==> config.mk <==
export PLATFORM = sky130hd
export DESIGN_NAME = rc_pulse_channel_conditioner_core
export DESIGN_NICKNAME = d
export VERILOG_FILES = /design/src/rtl/core/rpcc_pkg.sv /design/src/rtl/core/rpcc_input_stage.sv /design/src/rtl/core/rpcc_channel_update.sv /design/src/rtl/core/rpcc_output_stage.sv /design/src/rtl/core/rc_pulse_channel_conditioner_core.sv
export VERILOG_INCLUDE_DIRS = /design/src /design/src/rtl/core
export SDC_FILE = /design/constraint.sdc
export NUM_CORES = 1
export LEC_CHECK = 0
export BUFFER_PORTS_ARGS = -buffer_cell sky130_fd_sc_hd__clkbuf_2
export CAP_MARGIN = 20
export CORE_MARGIN = 1
export CORE_UTILIZATION = 65
export CTS_CLUSTER_DIAMETER = 80
export DETAILED_ROUTE_END_ITERATION = 10
export PLACE_DENSITY_LB_ADDON = 0.25
export SKIP_CTS_REPAIR_TIMING = 1
export SYNTH_ARGS = -nofsm -noshare
export SYNTH_HDL_FRONTEND = slang
export SYNTH_SLANG_ARGS = --single-unit
==> constraint.sdc <==
create_clock -name clock -period 16.1 [get_ports clock]
set_clock_uncertainty 0.15 [all_clocks]
set_input_delay 2.415 -clock clock [delete_from_list [all_inputs] [get_ports clock]]
set_output_delay 2.415 -clock clock [all_outputs]
set_load 0.03 [all_outputs]
==> src/rtl/core/rc_pulse_channel_conditioner_core_assert.svh <==
// Assertion macros shared by the pulse channel conditioner RTL.
// Needs nothing else; include with the bare file name.
`ifndef RC_PULSE_CHANNEL_CONDITIONER_CORE_ASSERT_SVH
`define RC_PULSE_CHANNEL_CONDITIONER_CORE_ASSERT_SVH

// Same-cycle implication, disabled during reset.
`define RPCC_ASSERT_IMPL(label, clk, rst, ante, cons) \
   label: assert property (@(posedge clk) disable iff (rst) (ante) |-> (cons)) \
      else $error("rpcc assertion failed");

// Next-cycle implication, disabled during reset.
`define RPCC_ASSERT_NEXT(label, clk, rst, ante, cons) \
   label: assert property (@(posedge clk) disable iff (rst) (ante) |=> (cons)) \
      else $error("rpcc assertion failed");

`endif

==> src/rtl/core/rpcc_pkg.sv <==
// Types and constants for the pulse channel conditioner.
// No dependencies; imported by every module of the block.
package rpcc_pkg;

   localparam int unsigned PulseW  = 18;
   localparam int unsigned ServoW  = 11;
   localparam int unsigned CountW  = 8;
   localparam int unsigned SpeedW  = 15;
   localparam int unsigned ActionW = 3;

   typedef enum logic [ActionW-1:0] {
      ACT_YAW      = 3'd0,
      ACT_PITCH    = 3'd1,
      ACT_ENDPOINT = 3'd2,
      ACT_CONTROL  = 3'd3,
      ACT_DRIVE    = 3'd4,
      ACT_AUTO     = 3'd5
   } action_type;

   localparam logic [1:0] POS_UP     = 2'd0;
   localparam logic [1:0] POS_CENTER = 2'd1;
   localparam logic [1:0] POS_DOWN   = 2'd2;

   localparam logic [PulseW-1:0] PULSE_MIN     = 18'd100000;
   localparam logic [PulseW-1:0] PULSE_MAX     = 18'd200000;
   localparam logic [PulseW-1:0] PULSE_CENTER  = 18'd150000;
   localparam logic [PulseW-1:0] DRIVE_LOW_LIM = 18'd148000;
   localparam logic [PulseW-1:0] DRIVE_HI_LIM  = 18'd152000;
   localparam logic [PulseW-1:0] DRIVE_HI_BASE = 18'd159000;
   localparam logic [PulseW-1:0] AUTO_LIM      = 18'd102000;
   localparam logic [SpeedW-1:0] AUTO_BASE     = 15'd14000;
   localparam logic [PulseW-1:0] CTRL_LOW_LIM  = 18'd102000;
   localparam logic [PulseW-1:0] CTRL_HI_LIM   = 18'd198000;
   localparam logic [PulseW-1:0] EP_CTR_LOW    = 18'd149990;
   localparam logic [PulseW-1:0] EP_CTR_HIGH   = 18'd150010;
   localparam logic [PulseW-1:0] EP_LOW_LIM    = 18'd100010;
   localparam logic [PulseW-1:0] EP_HI_LIM     = 18'd199990;
   localparam logic [PulseW-1:0] EP_UP_LIM     = 18'd125000;
   localparam logic [PulseW-1:0] EP_DOWN_LIM   = 18'd175000;
   localparam logic [ServoW-1:0] SERVO_CENTER  = 11'd1500;
   localparam logic [11:0]       SERVO_MIN     = 12'd1000;
   localparam logic [11:0]       SERVO_MAX     = 12'd2000;
   localparam logic [11:0]       SERVO_SUM     = 12'd3000;
   localparam logic [CountW-1:0] ARM_RESET     = 8'd18;

   // Reciprocal constants: floor(x/100), floor(d*333/1000), floor(d*3/49).
   localparam logic [18:0] RECIP_100   = 19'd335545;    // shift 25
   localparam logic [25:0] RECIP_DRIVE = 26'd44694504;  // shift 27
   localparam logic [19:0] RECIP_AUTO  = 20'd1027177;   // shift 24

   typedef struct packed {
      logic [ActionW-1:0] action;
      logic [PulseW-1:0]  pulse_width;
   } item_type;

   typedef struct packed {
      logic [ServoW-1:0] yaw_out;
      logic [ServoW-1:0] pitch_out;
      logic [1:0]        endpoint_position;
      logic              control_position;
      logic [PulseW-1:0] drive_out;
      logic              drive_armed;
      logic [SpeedW-1:0] auto_speed_out;
      logic              auto_armed;
   } result_type;

   function automatic logic [CountW-1:0] bump(input logic [CountW-1:0] count);
      return (count == {CountW{1'b1}}) ? count : count + 1'b1;
   endfunction

endpackage

==> src/rtl/core/rpcc_input_stage.sv <==
// Input register of the pulse channel conditioner.
// Depends on rpcc_pkg.
module rpcc_input_stage
   import rpcc_pkg::*;
(
   input  logic     clock,
   input  logic     reset,
   input  logic     req_valid,
   output logic     req_stall,
   input  item_type req_item,
   input  logic     advance_ready,
   output logic     item_valid,
   output item_type item
);

   logic     valid_ff, valid_in;
   item_type item_ff;
   logic     accept;

   assign req_stall = valid_ff & ~advance_ready;
   assign accept    = req_valid & ~req_stall;
   assign valid_in  = req_stall ? valid_ff : req_valid;

   always_ff @(posedge clock) begin
      if (reset) begin
         valid_ff <= 1'b0;
      end else begin
         valid_ff <= valid_in;
      end
   end

   always_ff @(posedge clock) begin
      if (accept) begin
         item_ff <= req_item;
      end
   end

   assign item_valid = valid_ff;
   assign item       = item_ff;

endmodule

==> src/rtl/core/rpcc_channel_update.sv <==
// Channel state registers and per-transaction update logic.
// Depends on rpcc_pkg.
module rpcc_channel_update
   import rpcc_pkg::*;
(
   input  logic              clock,
   input  logic              reset,
   input  logic              csr_write_enable,
   input  logic [CountW-1:0] csr_write_data,
   input  logic              advance,
   input  item_type          item,
   output result_type        result
);

   logic [CountW-1:0] arm_ff;
   logic [ServoW-1:0] yaw_ff, yaw_in, pitch_ff, pitch_in;
   logic [PulseW-1:0] endpoint_ff, endpoint_in, control_ff, control_in;
   logic [PulseW-1:0] drive_val_ff, drive_val_in;
   logic              drive_en_ff, drive_en_in, auto_en_ff, auto_en_in;
   logic [CountW-1:0] drive_cnt_ff, drive_cnt_in, auto_cnt_ff, auto_cnt_in;
   logic [SpeedW-1:0] auto_speed_ff, auto_speed_in;

   logic [PulseW-1:0] p;
   logic [36:0]       scaled;
   logic [11:0]       servo;
   logic              servo_ok, pulse_ok;
   logic [15:0]       low_diff, high_diff;
   logic [17:0]       low_tri;
   logic [PulseW-1:0] low_val, high_val;
   logic [41:0]       high_prod;
   logic [16:0]       auto_diff;
   logic [36:0]       auto_prod;
   logic [SpeedW-1:0] auto_val;

   assign p        = item.pulse_width;
   assign scaled   = 37'(p) * 37'(RECIP_100);
   assign servo    = scaled[36:25];
   assign servo_ok = (servo >= SERVO_MIN) && (servo <= SERVO_MAX);
   assign pulse_ok = (p >= PULSE_MIN) && (p <= PULSE_MAX);

   // Drive mapping, low side: x * 3/4.
   assign low_diff = 16'(p - PULSE_MIN);
   assign low_tri  = {2'b00, low_diff} + {1'b0, low_diff, 1'b0};
   assign low_val  = PULSE_MIN + {2'b00, low_tri[17:2]};

   // Drive mapping, high side: x * 333/1000.
   assign high_diff = 16'(p - DRIVE_HI_LIM);
   assign high_prod = 42'(high_diff) * 42'(RECIP_DRIVE);
   assign high_val  = DRIVE_HI_BASE + {4'b0000, high_prod[40:27]};

   // Auto speed mapping: x * 3/49.
   assign auto_diff = 17'(p - AUTO_LIM);
   assign auto_prod = 37'(auto_diff) * 37'(RECIP_AUTO);
   assign auto_val  = AUTO_BASE + {2'b00, auto_prod[36:24]};

   always_comb begin
      yaw_in        = yaw_ff;
      pitch_in      = pitch_ff;
      endpoint_in   = endpoint_ff;
      control_in    = control_ff;
      drive_val_in  = drive_val_ff;
      drive_en_in   = drive_en_ff;
      drive_cnt_in  = drive_cnt_ff;
      auto_en_in    = auto_en_ff;
      auto_cnt_in   = auto_cnt_ff;
      auto_speed_in = auto_speed_ff;
      unique case (action_type'(item.action))
         ACT_YAW: begin
            if (servo_ok) yaw_in = ServoW'(SERVO_SUM - servo);
         end
         ACT_PITCH: begin
            if (servo_ok) pitch_in = ServoW'(servo);
         end
         ACT_ENDPOINT: begin
            if (pulse_ok && ((p > EP_CTR_LOW && p < EP_CTR_HIGH) ||
                             p < EP_LOW_LIM || p > EP_HI_LIM)) begin
               endpoint_in = p;
            end
         end
         ACT_CONTROL: begin
            if (pulse_ok && (p < CTRL_LOW_LIM || p > CTRL_HI_LIM)) control_in = p;
         end
         ACT_DRIVE: begin
            if (pulse_ok) begin
               if (!drive_en_ff && drive_val_ff > DRIVE_LOW_LIM &&
                   drive_val_ff < DRIVE_HI_LIM) begin
                  drive_cnt_in = (p < DRIVE_LOW_LIM || p > DRIVE_HI_LIM) ?
                                 bump(drive_cnt_ff) : '0;
                  if (drive_cnt_in == arm_ff) drive_en_in = 1'b1;
               end
               if (drive_en_in) begin
                  priority if (p <= DRIVE_LOW_LIM) begin
                     drive_val_in = low_val;
                  end else if (p >= DRIVE_HI_LIM) begin
                     drive_val_in = high_val;
                  end else begin
                     drive_en_in  = 1'b0;
                     drive_val_in = PULSE_CENTER;
                  end
               end
            end
         end
         ACT_AUTO: begin
            if (pulse_ok) begin
               if (!auto_en_ff) begin
                  auto_cnt_in = (p > AUTO_LIM) ? bump(auto_cnt_ff) : '0;
                  if (auto_cnt_in == arm_ff) auto_en_in = 1'b1;
               end
               if (auto_en_in) begin
                  if (p > AUTO_LIM) begin
                     auto_speed_in = auto_val;
                  end else begin
                     auto_en_in    = 1'b0;
                     auto_speed_in = '0;
                  end
               end
            end
         end
         default: begin
         end
      endcase
   end

   always_ff @(posedge clock) begin
      if (reset) begin
         arm_ff <= ARM_RESET;
      end else if (csr_write_enable) begin
         arm_ff <= csr_write_data;
      end
   end

   always_ff @(posedge clock) begin
      if (reset) begin
         yaw_ff        <= SERVO_CENTER;
         pitch_ff      <= SERVO_CENTER;
         endpoint_ff   <= PULSE_CENTER;
         control_ff    <= PULSE_CENTER;
         drive_val_ff  <= PULSE_CENTER;
         drive_en_ff   <= 1'b0;
         drive_cnt_ff  <= '0;
         auto_en_ff    <= 1'b0;
         auto_cnt_ff   <= '0;
         auto_speed_ff <= '0;
      end else if (advance) begin
         yaw_ff        <= yaw_in;
         pitch_ff      <= pitch_in;
         endpoint_ff   <= endpoint_in;
         control_ff    <= control_in;
         drive_val_ff  <= drive_val_in;
         drive_en_ff   <= drive_en_in;
         drive_cnt_ff  <= drive_cnt_in;
         auto_en_ff    <= auto_en_in;
         auto_cnt_ff   <= auto_cnt_in;
         auto_speed_ff <= auto_speed_in;
      end
   end

   always_comb begin
      result.yaw_out   = yaw_in;
      result.pitch_out = pitch_in;
      priority if (endpoint_in < EP_UP_LIM) begin
         result.endpoint_position = POS_UP;
      end else if (endpoint_in > EP_DOWN_LIM) begin
         result.endpoint_position = POS_DOWN;
      end else begin
         result.endpoint_position = POS_CENTER;
      end
      result.control_position = (control_in >= PULSE_CENTER);
      result.drive_out        = drive_val_in;
      result.drive_armed      = drive_en_in;
      result.auto_speed_out   = auto_speed_in;
      result.auto_armed       = auto_en_in;
   end

endmodule

==> src/rtl/core/rpcc_output_stage.sv <==
// Result register of the pulse channel conditioner.
// Depends on rpcc_pkg.
module rpcc_output_stage
   import rpcc_pkg::*;
(
   input  logic       clock,
   input  logic       reset,
   input  logic       item_valid,
   input  result_type result_next,
   output logic       ready,
   output logic       rsp_valid,
   input  logic       rsp_stall,
   output result_type rsp_result
);

   logic       valid_ff, valid_in;
   result_type result_ff;

   // Take a new result when empty or when the held one leaves this cycle.
   assign ready    = ~valid_ff | ~rsp_stall;
   assign valid_in = ready ? item_valid : valid_ff;

   always_ff @(posedge clock) begin
      if (reset) begin
         valid_ff <= 1'b0;
      end else begin
         valid_ff <= valid_in;
      end
   end

   always_ff @(posedge clock) begin
      if (ready && item_valid) begin
         result_ff <= result_next;
      end
   end

   assign rsp_valid  = valid_ff;
   assign rsp_result = result_ff;

endmodule

==> src/rtl/core/rc_pulse_channel_conditioner_core.sv <==
// Pulse channel conditioner: validates tagged RC pulse-width samples and keeps
// conditioned yaw, pitch, switch, drive and auto speed values.
// Request channel: req_valid/req_stall with req_action and req_pulse_width.
// Response channel: rsp_valid/rsp_stall with every conditioned value per
// transaction; each request yields exactly one response, in order.
// An accepted request passes two register stages, input register then result
// register, before its response shows. Throughput: one transaction per cycle
// unless the receiver stalls; all channel logic sits between the two registers
// and the channel state updates as the transaction moves on.
// When the receiver stalls, the result register holds and the input register
// still takes one more request; req_stall rises once both are full.
// csr_write_enable/csr_write_data set the arm sample count; write it only
// while no transaction is in flight.
// Reset (synchronous, active high) empties both stages, sets the arm count to
// 18, centers yaw, pitch, both switches and drive, and disarms drive and auto.
`include "rc_pulse_channel_conditioner_core_assert.svh"
module rc_pulse_channel_conditioner_core
   import rpcc_pkg::*;
(
   input  logic                clock,
   input  logic                reset,
   input  logic                csr_write_enable,
   input  logic [CountW-1:0]   csr_write_data,
   input  logic                req_valid,
   output logic                req_stall,
   input  logic [ActionW-1:0]  req_action,
   input  logic [PulseW-1:0]   req_pulse_width,
   output logic                rsp_valid,
   input  logic                rsp_stall,
   output logic [ServoW-1:0]   rsp_yaw_out,
   output logic [ServoW-1:0]   rsp_pitch_out,
   output logic [1:0]          rsp_endpoint_position,
   output logic                rsp_control_position,
   output logic [PulseW-1:0]   rsp_drive_out,
   output logic                rsp_drive_armed,
   output logic [SpeedW-1:0]   rsp_auto_speed_out,
   output logic                rsp_auto_armed
);

   item_type   req_item, item;
   logic       item_valid, out_ready, advance;
   result_type result_next, rsp_result;

   assign req_item.action      = req_action;
   assign req_item.pulse_width = req_pulse_width;
   assign advance              = item_valid & out_ready;

   rpcc_input_stage u_input (
      .clock        (clock),
      .reset        (reset),
      .req_valid    (req_valid),
      .req_stall    (req_stall),
      .req_item     (req_item),
      .advance_ready(out_ready),
      .item_valid   (item_valid),
      .item         (item)
   );

   rpcc_channel_update u_update (
      .clock           (clock),
      .reset           (reset),
      .csr_write_enable(csr_write_enable),
      .csr_write_data  (csr_write_data),
      .advance         (advance),
      .item            (item),
      .result          (result_next)
   );

   rpcc_output_stage u_output (
      .clock      (clock),
      .reset      (reset),
      .item_valid (item_valid),
      .result_next(result_next),
      .ready      (out_ready),
      .rsp_valid  (rsp_valid),
      .rsp_stall  (rsp_stall),
      .rsp_result (rsp_result)
   );

   assign rsp_yaw_out           = rsp_result.yaw_out;
   assign rsp_pitch_out         = rsp_result.pitch_out;
   assign rsp_endpoint_position = rsp_result.endpoint_position;
   assign rsp_control_position  = rsp_result.control_position;
   assign rsp_drive_out         = rsp_result.drive_out;
   assign rsp_drive_armed       = rsp_result.drive_armed;
   assign rsp_auto_speed_out    = rsp_result.auto_speed_out;
   assign rsp_auto_armed        = rsp_result.auto_armed;

   `RPCC_ASSERT_NEXT(a_advance_fills, clock, reset, advance, rsp_valid)
   `RPCC_ASSERT_IMPL(a_armed_off_center, clock, reset, rsp_valid && rsp_drive_armed, rsp_drive_out != PULSE_CENTER)
   `RPCC_ASSERT_IMPL(a_disarmed_center, clock, reset, rsp_valid && !rsp_drive_armed, rsp_drive_out == PULSE_CENTER)
   `RPCC_ASSERT_IMPL(a_auto_off_zero, clock, reset, rsp_valid && !rsp_auto_armed, rsp_auto_speed_out == '0)
   `RPCC_ASSERT_IMPL(a_yaw_range, clock, reset, rsp_valid, rsp_yaw_out >= 11'd1000 && rsp_yaw_out <= 11'd2000)

endmodule
# ---- Yosys cells after proc, flatten, opt, wreduce, memory -nomap -nowiden
# Index checks and enable logic that the tools add are counted.
dict set report op_classes {
  n_addsub 10
  mul 3
  magnitude_cmp 20
  n_eq_ne 9
  muxes 39
  bitwise_logic 9
  reduce_logical 16
}
# op n
set op_table {}
lappend op_table {{2-to-1 mux 18 bit} 9}
lappend op_table {{> comparator 18 bit, second input constant} 6}
lappend op_table {{2-to-1 mux 15 bit} 4}
lappend op_table {{less-than comparator 18 x 17 -> 1 bit, second input constant} 3}
lappend op_table {{less-than comparator 18 bit, second input constant} 3}
lappend op_table {{2-to-1 mux 11 bit} 4}
lappend op_table {{multiplier 16 x 23 -> 38 bit, second input constant} 1}
lappend op_table {{multiplier 17 x 20 -> 37 bit, second input constant} 1}
lappend op_table {{multiplier 18 x 19 -> 37 bit, second input constant} 1}
lappend op_table {{>= comparator 18 bit, second input constant} 2}
lappend op_table {{<= comparator 18 bit, second input constant} 2}
lappend op_table {{2-to-1 mux 8 bit} 4}
lappend op_table {{adder 16 x 17 -> 18 bit} 1}
lappend op_table {{adder 17 x 16 -> 18 bit, first input constant} 1}
lappend op_table {{adder 18 x 14 -> 18 bit, first input constant} 1}
lappend op_table {{>= comparator 18 x 17 -> 1 bit, second input constant} 1}
lappend op_table {{> comparator 18 x 17 -> 1 bit, second input constant} 1}
lappend op_table {{2-to-1 mux 1 bit} 17}
lappend op_table {{subtractor 17 bit, second input constant} 1}
lappend op_table {{adder 8 x 1 -> 8 bit, second input constant} 2}
lappend op_table {{== test 8 bit} 2}
lappend op_table {{== test 8 bit, second input constant} 2}
lappend op_table {{subtractor 16 x 15 -> 16 bit, second input constant} 1}
lappend op_table {{subtractor 16 bit, second input constant} 1}
lappend op_table {{other kinds (16)} 35}
dict set report totals {
  regBits 200
  wordCells 129
}

# ---- Longest topological paths before layout
dict set report logic_depth {
  depth_word 11
  mapped_depth 37
  ltp_nobuf 36
}

# ---- Hierarchy
# A second synthesis with hierarchy kept.
dict set report hier_totals {
  hier_cells 3187
  hier_area_um2 30257.8
}
# mod n_inst cells_per_inst area_each_um2 seq_area_each_um2
set by_module_without_submodules {}
lappend by_module_without_submodules {rpcc_channel_update 1 3096 27730.3 2262.2}
lappend by_module_without_submodules {rpcc_output_stage 1 65 1840.5 1821.7}
lappend by_module_without_submodules {rpcc_input_stage 1 25 680.7 650.6}
lappend by_module_without_submodules {rc_pulse_channel_conditioner_core 1 1 6.3 0.0}

# ---- Least setup slack after synthesis
# No wires, ideal clock.
dict set report synth_timing {
  path_type {flip-flop to flip-flop}
  startpoint {register u_input.item_ff, in the netlist u_input.item[9]}
  endpoint {register u_output.result_ff, in the netlist u_output.rsp_result[30] (data pin)}
  t_arrival_ns 8.585
  required_ns 15.682
  setup_slack_ns 7.097
  path_stages_with_launch 37
  synth_period_minus_slack_ns 9.003
  path_cell_list {edfxtp_1 > buf_2 > clkinv_1 > ha_1 > nand3_1 > nand2_1 > o21ai_0 > o21bai_1 > xnor2_1 > nand2_1 > inv_1 > nor2_1 > ha_1 > fa_1 > inv_1 > fa_1 > inv_1 > fa_1 > fa_1 > inv_1 > fa_1 > inv_1 > ha_1 > a21oi_1 > o21bai_1 > a221oi_1 > o21ai_0 > or4_1 > o211a_1 > inv_1 > ha_1 > nor4_1 > a32oi_1 > nor2_1 > o2111a_1 > nor3_1 > o31ai_1}
}
# element line
set synth_lines {}
lappend synth_lines {{from (decl)} rpcc_input_stage.sv:17} ;# item_type item_ff;
lappend synth_lines {{from (signal assigned)} rpcc_input_stage.sv:34} ;# item_ff <= req_item;
lappend synth_lines {{to (signal assigned)} rpcc_output_stage.sv:33} ;# result_ff <= result_next;
lappend synth_lines {{to (decl)} rpcc_output_stage.sv:17} ;# result_type result_ff;

==> results.txt <==
- After clock tree synthesis, the clock-pin slew on the worst setup and hold paths is roughly 100 ps.
- Pin count of the biggest net entering global routing: 85
- End-of-flow core utilization: 70.5%
* Post-detailed-routing wire length: 77,400 um
- Clock Root Buffer: sky130_fd_sc_hd__clkbuf_16
- The flow ran to the end, and the final reports show no timing, DRC or antenna violations.
* TritonCTS buffer count: 17
- Fill cells in the final layout number ~3,400.
* Count of final hold-check violations: 0
* Total number of yosys warnings: 0
- Routed length per placed instance: 20.5 um
- STA classifies the critical path endpoint as a flop.
* Number of flops mapped to enable cells by yosys: 81
- Time the final worst path needs with I/O delays and setup: approximately 11,000 ps
* Most common flop cell mapped by yosys: sky130_fd_sc_hd__dfxtp_1
* Crit path max-delay cell type: sky130_fd_sc_hd__edfxtp_1
- Post-synth ARST share: 0%
* Number of maximum-capacitance violations: 0
- STA puts the critical path data arrival time at 10,780 ps.
* Via count: between 20,000 and 25,000
- The worst setup path is of the flop to flop kind.
- Share of final-layout standard cells stronger than drive strength 1: under 10%
* CTS Buffer Depth: 2
- Area of the die: 46,400 sq um
* Top cell by count, worst path: sky130_fd_sc_hd__inv_1
* Hpwl dp: about 63,000 um
- Count of unique library cells instantiated by Yosys: 98
* Number of placed I/O pins: 96
- Excluding fillers, the count of instances in the completed layout stands at between 3,000 and 4,000.
- Cell row count: 77
- For the final routed database, the setup TNS stands at 0 ps.
* Remaining DRCs: 0
- At the pin with the least slew margin, the transition time is 1190 ps.
- Clock latency on the worst-skew pair, taken at its later pin, is roughly 500 ps.
* Final setup violating endpoints: 0
- The first global-routing pass estimated 128,000 um of wire.
* Via density per instance: between 5 and 6
- The number of global-route vias before repair was 24,000.
- The number of nets handed over by synthesis was ~4,000.
- Number of register bits inferred by synthesis: just under 200
* Share of the yosys chip area belonging to registers: 16.0%
- The die is 215 um wide.
- The number of pins exceeding their max-slew limit in the final report came to 0.
* Number of search-and-repair iterations in the first detailed-routing pass: 7
* Initial DRC count: 1,829
- Highest attainable clock frequency: a little over 90 MHz
* Starting Density: 66.5%
- Worst path required time: approximately 16,000 ps
- Layout area overhead: 6.04%
- For this run, the total global-route usage over all layers was measured as 35.3%.
* Number of port buffers: 95
- The largest single stage delay on the critical path is 1000 ps.
- At the end of the flow, the number of nets in the layout was 4,067.
- After floorplanning, the core was sized to cover approximately 45,000 sq um.
* DRT antenna net count: 0
- Initial antenna violation count: 1
- Clock tree from TritonCTS: yes
- After detailed placement, the design holds a cell count of 3,744.
- Measured against its own limit, the worst slew margin works out to 20.1%.
- In the synthesized netlist, the number of instances is between 3,000 and 4,000.
* Clock sinks: roughly 200
- Setup repair after global routing left no endpoint under its margin.
* Avg Cell Area, Syn: 9.56 sq um
- Post-route fraction of the period consumed by the critical path: 66.6%
- The cell area that synthesis handed to floorplanning was 29,600 sq um.
- Die height: 215 um
* Htree depth: 4
- Across all hold checks on the routed design, the worst slack comes to 305 ps.
* Tightest Hold Check Type: flop to flop
- For this run the aggregate overflow at the end of global routing stands at 0.
- Crit Path Max Fanout: 19
* Category of the worst setup path launch point: flop
- Weighted congestion reported at the end of routability-driven placement: 0.971
## metal layers
layer	part of all wire, %	vias to the layer above	track usage, %
li1	-	10500	-
met1	41	11100	45.3
met2	49	744	59.8
met3	5.7	180	4.74
met4	4.2	0	15.1
met5	0	-	0
## cells by family (layout without fill, tap and decap cells)
| family | Yosys count | in the layout | synth area share (%) |
|---|---|---|---|
| mux | 109 | 109 | 3.91 |
| xor+xnor | 112 | 112 | 3.39 |
| simple gates | 610 | 610 | 9.97 |
| flops | 196 | 196 | 16.0 |
| buf+inv | 707 | 796 | 9.09 |
| other cells | 0 | 1 | 0 |
| fa+ha+maj | 862 | 862 | 46.3 |
| compound gates | 499 | 499 | 11.4 |
## cells in the mapped netlist, types with 6 or more instances
master                      number  area [sq um]
sky130_fd_sc_hd__nor2_1        157           589
sky130_fd_sc_hd__o22ai_1        10          62.6
sky130_fd_sc_hd__nor4_1         16           100
sky130_fd_sc_hd__mux2_2         37           417
sky130_fd_sc_hd__nand3_1        52           260
sky130_fd_sc_hd__o31ai_1        14           105
sky130_fd_sc_hd__a21oi_1       125           626
sky130_fd_sc_hd__buf_2          14          70.1
sky130_fd_sc_hd__mux2i_1        68           681
sky130_fd_sc_hd__a211oi_1       30           225
sky130_fd_sc_hd__nor2b_1        12          75.1
sky130_fd_sc_hd__a311oi_1        6          52.6
sky130_fd_sc_hd__a21o_1         39           293
sky130_fd_sc_hd__o41ai_1         6          52.6
sky130_fd_sc_hd__a2111oi_0       6          52.6
sky130_fd_sc_hd__inv_1         634          2380
sky130_fd_sc_hd__edfxtp_1       81          2430
sky130_fd_sc_hd__clkbuf_1       49           184
sky130_fd_sc_hd__o2111ai_1       7          61.3
sky130_fd_sc_hd__or2_2           9          56.3
sky130_fd_sc_hd__nand4_1        34           213
sky130_fd_sc_hd__a22oi_1         6          45.0
sky130_fd_sc_hd__nor3b_1         8          60.1
sky130_fd_sc_hd__xor2_1         34           298
sky130_fd_sc_hd__or3_1          11          68.8
sky130_fd_sc_hd__fa_1          386          7730
sky130_fd_sc_hd__o21ai_1        11          55.1
sky130_fd_sc_hd__o211ai_1       20           150
sky130_fd_sc_hd__and3_1         21           131
sky130_fd_sc_hd__o21ai_0        89           445
sky130_fd_sc_hd__o21bai_1        8          60.1
sky130_fd_sc_hd__nand2b_1       18           113
sky130_fd_sc_hd__or4_1           7          52.6
sky130_fd_sc_hd__a21boi_0        7          52.6
sky130_fd_sc_hd__xnor2_1        76           666
sky130_fd_sc_hd__o21a_1         24           180
sky130_fd_sc_hd__nand2_1       174           653
sky130_fd_sc_hd__and2_1         16           100
sky130_fd_sc_hd__nor3_1         52           260
sky130_fd_sc_hd__dfxtp_1       115          2300
sky130_fd_sc_hd__a31oi_1        20           125
sky130_fd_sc_hd__ha_1          476          5960
## flip-flops by register name (all words and copies together), names as in the netlist
register                count
u_output.rsp_valid          1
u_update.drive_val_ff      18
u_input.item_valid          1
u_input.item               21
u_update.drive_cnt_ff       8
u_update.pitch_ff          11
u_update.yaw_ff            11
u_update.control_ff        14
u_update.endpoint_ff       18
u_update.arm_ff             8
u_update.auto_en_ff         1
u_update.auto_cnt_ff        8
u_update.drive_en_ff        1
u_output.rsp_result        60
u_update.auto_speed_ff     15
## worst max-delay path, delay by kind of cell, from the launching register on
| family | cells | cell delay, ps |
|---|---|---|
| compound gates | 10 | 2340 |
| fa+ha+maj | 9 | 4060 |
| xor+xnor | 1 | 420 |
| buf+inv | 7 | 1050 |
| simple gates | 8 | 1420 |
| flops | 1 | 1000 |
## per-stage QoR
stage / area, sq um / setup WS (ps)
2_1_floorplan: 29600 / 7100
3_3_place_gp: 30800 / 5690
3_5_place_dp: 30800 / 5530
4_1_cts: 31400 / 5500
5_1_grt: 31400 / 4680
6_report: 31400 / 5380
## cell usage in the layout (no fill, tap or decap), types with 76 or more instances in the layout
master,n
sky130_fd_sc_hd__nor2_1,157
sky130_fd_sc_hd__a21oi_1,125
sky130_fd_sc_hd__fa_1,386
sky130_fd_sc_hd__o21ai_0,89
sky130_fd_sc_hd__clkbuf_2,95
sky130_fd_sc_hd__inv_1,633
sky130_fd_sc_hd__dfxtp_1,115
sky130_fd_sc_hd__ha_1,476
sky130_fd_sc_hd__edfxtp_1,81
sky130_fd_sc_hd__nand2_1,174
sky130_fd_sc_hd__xnor2_1,76
## path summary, 6_finish.rpt
kind | startpoint | endpoint | slack, ps | cells past startpoint
worst max-delay path | u_input.item[9]$_DFFE_PP_ | u_output.rsp_result[30]$_DFFE_PP_ | 5380 | 35
worst min-delay path | u_update.auto_speed_ff[7]$_SDFFE_PP0P_ | u_update.auto_speed_ff[7]$_SDFFE_PP0P_ | 310 | 2
worst max register to register | u_input.item[9]$_DFFE_PP_ | u_output.rsp_result[30]$_DFFE_PP_ | 5380 | 35
worst min register to register | u_update.auto_speed_ff[7]$_SDFFE_PP0P_ | u_update.auto_speed_ff[7]$_SDFFE_PP0P_ | 310 | 2
## cell type report
type | instances | area [sq um] | share of cell area (%)
Sequential cell | 196 | 4730 | 15.1
Tap cell | 592 | 741 | 2.36
Inverter | 637 | 2390 | 7.62
Multi-Input combinational cell | 2192 | 22200 | 70.7
Timing Repair Buffer | 127 | 716 | 2.28
Clock buffer | 17 | 425 | 1.36
Clock inverter | 15 | 186 | 0.594
Antenna cell | 1 | 2.50 | 0.00798
Power is left out: the tool's default activity adds up to more than one toggle a clock period on the data nets, which glitch-free logic cannot reach.
